$ cat config.mk
export PLATFORM = sky130hd
export DESIGN_NAME = nmea_sentence_parser
export DESIGN_NICKNAME = d
export VERILOG_FILES = /design/src/hw/rtl/nsp_pkg.sv /design/src/hw/rtl/nmea_sentence_parser.sv
export SDC_FILE = /design/constraint.sdc
export NUM_CORES = 1
export LEC_CHECK = 0
export BUFFER_PORTS_ARGS = -buffer_cell sky130_fd_sc_hd__buf_2
export CAP_MARGIN = 20
export CORE_ASPECT_RATIO = 2
export CORE_MARGIN = 1
export CORE_UTILIZATION = 50
export CTS_CLUSTER_SIZE = 16
export DETAILED_ROUTE_END_ITERATION = 8
export PLACE_DENSITY = 0.69
export SKIP_CTS_REPAIR_TIMING = 1
export SLEW_MARGIN = 25
export SYNTH_ARGS = -nofsm -noshare
export SYNTH_HDL_FRONTEND = slang
export SYNTH_SLANG_ARGS = --single-unit
$ cat constraint.sdc
create_clock -name clk -period 21.3 [get_ports clk]
set_input_delay 4.26 -clock clk [delete_from_list [all_inputs] [get_ports clk]]
set_output_delay 4.26 -clock clk [all_outputs]
set_load 0.01 [all_outputs]
$ cat src/hw/rtl/nsp_pkg.sv
package nsp_pkg;

    localparam logic [7:0] CH_DOLLAR = 8'h24;
    localparam logic [7:0] CH_COMMA  = 8'h2c;
    localparam logic [7:0] CH_STAR   = 8'h2a;
    localparam logic [7:0] CH_CR     = 8'h0d;
    localparam logic [7:0] CH_LF     = 8'h0a;
    localparam int unsigned CMD_LEN  = 5;

    typedef enum logic [1:0] {
        KIND_CHAR  = 2'd0,
        KIND_FIELD = 2'd1,
        KIND_END   = 2'd2
    } kind_t;

    typedef enum logic [2:0] {
        ST_OK        = 3'd0,
        ST_NO_COMMA  = 3'd1,
        ST_ZERO_CMD  = 3'd2,
        ST_LF_NO_CR  = 3'd3,
        ST_ZERO_DATA = 3'd4,
        ST_TOO_LONG  = 3'd5,
        ST_BAD_END   = 3'd6
    } status_t;

    typedef enum logic [7:0] {
        PH_HUNT   = 8'b0000_0001,
        PH_CMD    = 8'b0000_0010,
        PH_COMMA  = 8'b0000_0100,
        PH_DATA   = 8'b0000_1000,
        PH_CK_HI  = 8'b0001_0000,
        PH_CK_LO  = 8'b0010_0000,
        PH_END_CR = 8'b0100_0000,
        PH_END_LF = 8'b1000_0000
    } phase_t;

    // fields listed msb first so the struct packs straight into tdata
    typedef struct packed {
        logic        checksum_match;
        logic [7:0]  computed_checksum;
        logic [7:0]  received_checksum;
        logic        checksum_present;
        logic [7:0]  field_count;
        logic [7:0]  data_length;
        logic [39:0] command_word;
        status_t     status;
        logic [7:0]  field_num;
        logic [7:0]  data_char;
    } result_t;

    typedef struct packed {
        kind_t   kind;
        result_t body;
    } word_t;

    typedef struct packed {
        logic       valid;
        logic [3:0] value;
    } hex_t;

    function automatic hex_t hex_decode(input logic [7:0] b);
        hex_t h;
        h.valid = 1'b1;
        h.value = 4'd0;
        if (b inside {[8'h30:8'h39]})
        begin
            h.value = b[3:0];
        end
        else if (b inside {[8'h41:8'h46], [8'h61:8'h66]})
        begin
            h.value = 4'(b[3:0] + 4'd9);
        end
        else
        begin
            h.valid = 1'b0;
        end
        return h;
    endfunction

endpackage

$ cat src/hw/rtl/nmea_sentence_parser.sv
// nmea sentence parser
// slave channel s_tvalid/s_tready/s_tdata carries one received byte per word.
// master channel m_tvalid/m_tready/m_tdata/m_tuser carries results: a data
// character with its field index, a field end for each comma in the data, or one
// sentence summary (status, command, lengths, checksums) at the end of a
// sentence or on an error. bytes outside a sentence give no word.
// a byte's result word is registered in the output register, or in the skid
// register while the receiver stalls; one byte per cycle is sustained while
// the skid register is empty.
// a two-entry output stage (output register plus skid register) parts the
// two sides: when the receiver stalls, bytes that give no word are still
// taken, one more result word goes into the skid register, and s_tready
// drops only while the skid register holds a word.
// reset clears the parser to hunting for '$' and empties the output stage.
// a sentence of MAX_SENTENCE bytes or more, '$' to LF, ends as too long.
module nmea_sentence_parser
    import nsp_pkg::*;
#(
    parameter int unsigned MAX_SENTENCE = 256
)
(
    input  logic        clk,
    input  logic        rst_n,
    input  logic        s_tvalid,
    output logic        s_tready,
    input  logic [7:0]  s_tdata,  // rx_byte
    output logic        m_tvalid,
    input  logic        m_tready,
    // data_char, field_num, status, command_word, data_length, field_count,
    // checksum_present, received_checksum, computed_checksum, checksum_match
    output logic [95:0] m_tdata,
    output logic [1:0]  m_tuser   // result_kind
);

    localparam int unsigned POS_W = $clog2(MAX_SENTENCE);
    localparam logic [POS_W-1:0] POS_LIMIT = POS_W'(MAX_SENTENCE - 1);
    localparam logic [POS_W-1:0] POS_CMD_END = POS_W'(CMD_LEN + 1);

    phase_t          phase_reg, phase_next;
    logic [POS_W-1:0] pos_reg, pos_next;
    logic [39:0]     cmd_reg, cmd_next;
    logic [7:0]      xor_reg, xor_next;
    logic [3:0]      ck_hi_reg, ck_hi_next;
    logic            hi_ok_reg, hi_ok_next;
    logic [7:0]      ck_val_reg, ck_val_next;
    logic            ck_seen_reg, ck_seen_next;
    logic [7:0]      field_reg, field_next;
    logic [7:0]      count_reg, count_next;

    word_t           out_reg, skid_reg, res;
    logic            out_valid_reg, skid_valid_reg;
    logic            res_valid;
    logic            accept;
    logic            finish;
    status_t         fin_status;
    hex_t            hx;
    logic [7:0]      b;

    assign s_tready = !skid_valid_reg;
    assign accept   = s_tvalid && s_tready;
    assign b        = s_tdata;
    assign hx       = hex_decode(s_tdata);

    always_comb
    begin
        phase_next   = phase_reg;
        pos_next     = pos_reg;
        cmd_next     = cmd_reg;
        xor_next     = xor_reg;
        ck_hi_next   = ck_hi_reg;
        hi_ok_next   = hi_ok_reg;
        ck_val_next  = ck_val_reg;
        ck_seen_next = ck_seen_reg;
        field_next   = field_reg;
        count_next   = count_reg;
        finish       = 1'b0;
        fin_status   = ST_OK;
        res_valid    = 1'b0;
        res          = '0;

        if (phase_reg == PH_HUNT)
        begin
            if (b == CH_DOLLAR)
            begin
                pos_next     = POS_W'(1);
                cmd_next     = '0;
                xor_next     = '0;
                ck_hi_next   = '0;
                hi_ok_next   = 1'b0;
                ck_val_next  = '0;
                ck_seen_next = 1'b0;
                field_next   = '0;
                count_next   = '0;
                phase_next   = PH_CMD;
            end
        end
        else if (pos_reg >= POS_LIMIT)
        begin
            finish     = 1'b1;
            fin_status = ST_TOO_LONG;
        end
        else
        begin
            pos_next = pos_reg + 1'b1;
            case (phase_reg)
                PH_CMD:
                begin
                    if (b == 8'd0)
                    begin
                        finish     = 1'b1;
                        fin_status = ST_ZERO_CMD;
                    end
                    else
                    begin
                        cmd_next = {cmd_reg[31:0], b};
                        xor_next = xor_reg ^ b;
                        if (pos_next >= POS_CMD_END)
                        begin
                            phase_next = PH_COMMA;
                        end
                    end
                end
                PH_COMMA:
                begin
                    if (b != CH_COMMA)
                    begin
                        finish     = 1'b1;
                        fin_status = ST_NO_COMMA;
                    end
                    else
                    begin
                        xor_next   = xor_reg ^ b;
                        phase_next = PH_DATA;
                    end
                end
                PH_DATA:
                begin
                    if (b == CH_CR)
                    begin
                        phase_next = PH_END_LF;
                    end
                    else if (b == CH_LF)
                    begin
                        finish     = 1'b1;
                        fin_status = ST_LF_NO_CR;
                    end
                    else if (b == CH_STAR)
                    begin
                        phase_next = PH_CK_HI;
                    end
                    else if (b == 8'd0)
                    begin
                        finish     = 1'b1;
                        fin_status = ST_ZERO_DATA;
                    end
                    else
                    begin
                        xor_next = xor_reg ^ b;
                        count_next = count_reg + 1'b1;
                        res_valid = 1'b1;
                        res.body.field_num = field_reg;
                        if (b == CH_COMMA)
                        begin
                            res.kind   = KIND_FIELD;
                            field_next = field_reg + 1'b1;
                        end
                        else
                        begin
                            res.kind           = KIND_CHAR;
                            res.body.data_char = b;
                        end
                    end
                end
                PH_CK_HI:
                begin
                    hi_ok_next = hx.valid;
                    ck_hi_next = hx.value;
                    phase_next = PH_CK_LO;
                end
                PH_CK_LO:
                begin
                    if (hx.valid && hi_ok_reg)
                    begin
                        ck_val_next  = {ck_hi_reg, hx.value};
                        ck_seen_next = 1'b1;
                    end
                    phase_next = PH_END_CR;
                end
                PH_END_CR:
                begin
                    if (b != CH_CR)
                    begin
                        finish     = 1'b1;
                        fin_status = ST_BAD_END;
                    end
                    else
                    begin
                        phase_next = PH_END_LF;
                    end
                end
                PH_END_LF:
                begin
                    finish     = 1'b1;
                    fin_status = (b == CH_LF) ? ST_OK : ST_BAD_END;
                end
                default:
                begin
                    phase_next = PH_HUNT;
                end
            endcase
        end

        if (finish)
        begin
            phase_next                  = PH_HUNT;
            res_valid                   = 1'b1;
            res.kind                    = KIND_END;
            res.body.data_char          = '0;
            res.body.field_num          = field_reg;
            res.body.status             = fin_status;
            res.body.command_word       = cmd_reg;
            res.body.data_length        = count_reg;
            res.body.field_count        = field_reg + 1'b1;
            res.body.checksum_present   = ck_seen_reg;
            res.body.received_checksum  = ck_seen_reg ? ck_val_reg : 8'd0;
            res.body.computed_checksum  = xor_reg;
            res.body.checksum_match     = ck_seen_reg && (ck_val_reg == xor_reg);
        end
    end

    always_ff @(posedge clk or negedge rst_n)
    begin
        if (!rst_n)
        begin
            phase_reg   <= PH_HUNT;
            pos_reg     <= '0;
            cmd_reg     <= '0;
            xor_reg     <= '0;
            ck_hi_reg   <= '0;
            hi_ok_reg   <= 1'b0;
            ck_val_reg  <= '0;
            ck_seen_reg <= 1'b0;
            field_reg   <= '0;
            count_reg   <= '0;
        end
        else if (accept)
        begin
            phase_reg   <= phase_next;
            pos_reg     <= pos_next;
            cmd_reg     <= cmd_next;
            xor_reg     <= xor_next;
            ck_hi_reg   <= ck_hi_next;
            hi_ok_reg   <= hi_ok_next;
            ck_val_reg  <= ck_val_next;
            ck_seen_reg <= ck_seen_next;
            field_reg   <= field_next;
            count_reg   <= count_next;
        end
    end

    // output register with skid stage
    always_ff @(posedge clk or negedge rst_n)
    begin
        if (!rst_n)
        begin
            out_valid_reg  <= 1'b0;
            skid_valid_reg <= 1'b0;
        end
        else if (skid_valid_reg)
        begin
            if (m_tready)
            begin
                skid_valid_reg <= 1'b0;
            end
        end
        else if (accept && res_valid)
        begin
            if (out_valid_reg && !m_tready)
            begin
                skid_valid_reg <= 1'b1;
            end
            else
            begin
                out_valid_reg <= 1'b1;
            end
        end
        else if (m_tready)
        begin
            out_valid_reg <= 1'b0;
        end
    end

    always_ff @(posedge clk)
    begin
        if (skid_valid_reg)
        begin
            if (m_tready)
            begin
                out_reg <= skid_reg;
            end
        end
        else if (accept && res_valid)
        begin
            if (out_valid_reg && !m_tready)
            begin
                skid_reg <= res;
            end
            else
            begin
                out_reg <= res;
            end
        end
    end

    assign m_tvalid = out_valid_reg;
    assign m_tdata  = {3'b000, out_reg.body};
    assign m_tuser  = out_reg.kind;

endmodule

==> flow_summary.ini <==
[timing]
hold_ws_ps = 461
clk_skew_ps = 17.6
timing.final.max_slew_violations = 0
setup-tns-final_ps = 0
timing.final.crit_share_pct = 34.6
transition_at_the_pin_with_the_smallest_max_transition_slack_ps = 950
headroom_to_the_max_slew_limit_pct = 36.7
maxClockFrequency_mhz = 136
period_minus_slack_ps = 7380
rsz_0062_raised_after_global_routing = false
fin_ws_ps = 13930
setup_viol_count_final = 0
endpoints_failing_hold = 0

[route]
via_count = 8053
drt_iter0_markers = 441
drt_pass1_iterations = 5
routedWlPerCell_microns = 18.9
ant_nets = 0
viasPerCell = 5.60
routed_wirelength_mm = 27.2
drc = 0

[synth]
asyncSetResetFlopFracSynth_pct = 33.6
synthesis.area_sq_mm = 0.0127
synth_enable_flop_cells = 190
postSynth.topFlopCell = sky130_fd_sc_hd__edfxtp_1
syn_avg_cell_area_sq_um = 12.8
synth-seq-cells = 286
synth_cells = 994
synth.yosys.warnings = 0
netlist-cell-type-count = 70
sequential_cell_area_fraction_in_the_yosys_report_pct = 63.6

[place]
count_of_input_and_output_buffers = 108
place_ws_ps = 12850
place.gp.congestion = 0.919
postPlaceCellArea_sq_mm = 0.0135
hpwl_mm = 18.7

[pwr]
netSwitchingPower_mw = 0.486
pwr_density_cell_mw_per_mm2 = 105
power.ir.vdd_worst_mv = 0.0882
share_comb_of_total_power_pct = 21.6
power.sequential.fraction_pct = 47.9
static-leakage-power_nw = 5.88
sw_frac_of_total_pct = 32.3
pwr-share-clk_pct = 30.4
cellInternalPower_mw = 1.02

[run]
maxCapViolCount = 0

[floorplanning]
die_h_microns = 228
rows = 82
die_w_microns = 115
die_area_sq_mm = 0.0262
ioPinCount = 112
floorplan.core_area_sq_mm = 0.0250
initial_utilization_pct = 50.9

[critical_path]
timing.reg2reg.worst_path_depth = 9
cp_max_fo = 64
worst_ep_arrival_time_ps = 7530
r2r_setup_slk_ps = 17180
required_ps = 21460
cp-end-kind = register
critical_path.reg2reg.startpoint = pos_reg[0]
timing.critical_path.from_type = primary input
worstSetupPathType = in2reg
crit_reg_reg_endpoint = m_tdata[71]

[clock_network]
cts.path.max_buffers = 3
cts_sinks = 286
cts_made_buffers = 25
clock_latency_ps = 540
clock_tree.htree_level_count = 1
cts_tree = built
ctsRootBufferMaster = sky130_fd_sc_hd__clkbuf_16
cts.reportedPaths.clkPinSlew_ps = 70

[layout]
area_delta_synth_final_pct = 13.0
num-nets-final = 1102
layout.core_utilization_pct = 57.5
most_common_cell_after_layout_fill_and_taps_aside = sky130_fd_sc_hd__edfxtp_1
layout.cells.most_common_list = sky130_fd_sc_hd__edfxtp_1, sky130_fd_sc_hd__nand2_1, sky130_fd_sc_hd__buf_2, sky130_fd_sc_hd__dfrtp_1, sky130_fd_sc_hd__mux2_2
final_cell_area_excluding_filler_cells_sq_mm = 0.0144
drive_gt1_share_pct = 26.2
largest_register_ffs = 95

[hold_path]
hold_path_end = cmd_reg[32]
worst_hold_path.num_cells = 2
holdCritPathClass = reg2reg
worstHoldStart = cmd_reg[32]

[grt]
antenna_found_initial = 1
grt_start_max_net_pins = 66
grt_use_total_pct = 21.6
vias_in_the_first_global_route = 8159
grt_first_pass_wirelength_mm = 43.7
global_route.overflow_total = 0

[run_status]
status = complete, no violations
-- synthesized netlist by cell type (6+ instances only) --
| library cell | count | share of area, % |
|---|---|---|
| sky130_fd_sc_hd__and2_1 | 15 | 0.74 |
| sky130_fd_sc_hd__and3_1 | 59 | 2.9 |
| sky130_fd_sc_hd__clkbuf_1 | 35 | 1.0 |
| sky130_fd_sc_hd__nor2b_1 | 8 | 0.39 |
| sky130_fd_sc_hd__and3_4 | 10 | 0.88 |
| sky130_fd_sc_hd__xnor2_1 | 17 | 1.2 |
| sky130_fd_sc_hd__o21ai_0 | 44 | 1.7 |
| sky130_fd_sc_hd__xor2_1 | 11 | 0.76 |
| sky130_fd_sc_hd__dfrtp_1 | 95 | 19 |
| sky130_fd_sc_hd__mux2_4 | 18 | 2.1 |
| sky130_fd_sc_hd__nor2_1 | 57 | 1.7 |
| sky130_fd_sc_hd__nand3_1 | 55 | 2.2 |
| sky130_fd_sc_hd__and2_4 | 8 | 0.55 |
| sky130_fd_sc_hd__nand4_1 | 8 | 0.39 |
| sky130_fd_sc_hd__ha_1 | 9 | 0.88 |
| sky130_fd_sc_hd__a21oi_1 | 12 | 0.47 |
| sky130_fd_sc_hd__nand2b_1 | 6 | 0.29 |
| sky130_fd_sc_hd__mux2_2 | 76 | 6.7 |
| sky130_fd_sc_hd__edfxtp_1 | 190 | 45 |
| sky130_fd_sc_hd__buf_2 | 12 | 0.47 |
| sky130_fd_sc_hd__inv_1 | 7 | 0.21 |
| sky130_fd_sc_hd__nand2_1 | 131 | 3.9 |
| sky130_fd_sc_hd__o31ai_1 | 17 | 1.0 |
| sky130_fd_sc_hd__buf_1 | 6 | 0.18 |
-- power groups by stage --
| stage | registers (mW) | clock network, mW | logic [mW] |
|---|---|---|---|
| 2_1_floorplan | 0.718 | 0 | 0.239 |
| 3_3_place_gp | 0.732 | 0 | 0.317 |
| 3_5_place_dp | 0.735 | 0 | 0.325 |
| 4_1_cts | 0.723 | 0.467 | 0.325 |
| 5_1_grt | 0.732 | 0.486 | 0.361 |
| 6_report | 0.723 | 0.459 | 0.326 |
-- per-stage QoR --
stage | std cells | power (mW)
6_report | 1437 | 1.51
5_1_grt | 1437 | 1.58
4_1_cts | 1435 | 1.52
3_5_place_dp | 1389 | 1.06
3_3_place_gp | 1389 | 1.05
2_1_floorplan | 996 | 0.957
-- how the worst max path moves through the flow --
| stage | start | end | slack [ps] | cells past startpoint |
|---|---|---|---|---|
| final | s_tdata[0] | m_tdata[71] | 13930 | 11 |
| after global routing | s_tdata[0] | m_tuser[0] | 13620 | 11 |
| after CTS | s_tdata[0] | m_tdata[56] | 13390 | 11 |
| after detailed placement | s_tdata[0] | m_tdata[69] | 12850 | 11 |
| after global placement | s_tdata[0] | m_tdata[72] | 12950 | 11 |
| after floorplan | s_tdata[2] | skid_reg[0] | 4950 | 7 |
-- worst max-delay path, cell delays in order --
cell,delay (ps)
sky130_fd_sc_hd__buf_2,130
sky130_fd_sc_hd__inv_1,200
sky130_fd_sc_hd__ha_1,220
sky130_fd_sc_hd__nor2b_1,240
sky130_fd_sc_hd__a21oi_1,70
sky130_fd_sc_hd__o41ai_1,460
sky130_fd_sc_hd__nor4_1,160
sky130_fd_sc_hd__o21ai_2,350
sky130_fd_sc_hd__nand2_1,210
sky130_fd_sc_hd__a21oi_4,450
sky130_fd_sc_hd__buf_4,710
-- logic make-up (layout without fill, tap and decap cells) --
group | after synthesis | count (layout) | share of synthesized area, %
AO/OA/AOI/OAI | 106 | 106 | 5.37
XOR/XNOR | 28 | 28 | 1.92
adder cells (fa/ha/maj) | 9 | 9 | 0.884
buffers and inverters | 71 | 175 | 2.57
flip-flops | 286 | 286 | 63.6
multiplexers | 95 | 95 | 8.92
other | 1 | 4 | 0.0294
AND/OR/NAND/NOR | 398 | 398 | 16.7
-- final cells by class --
cell class | instances | area [sq um]
clock buffer | 32 | 672
clock inverter | 14 | 153
fill | 2125 | 10600
sequential | 286 | 8110
timing repair buffer | 119 | 646
antenna | 1 | 2.50
tap | 336 | 420
inverter | 10 | 45.0
multi-input combinational | 639 | 4340
-- per-layer routing --
layer	track usage [%]	vias up	wire length [microns]	part of all wire, %
li1	-	3795	-	-
met1	25.5	4003	10500	39
met2	38.7	201	14700	54
met3	2.23	54	875	3.2
met4	9.90	0	1080	4.0
met5	0	-	0	0
Note: power is estimated with default switching activity, not from simulation.
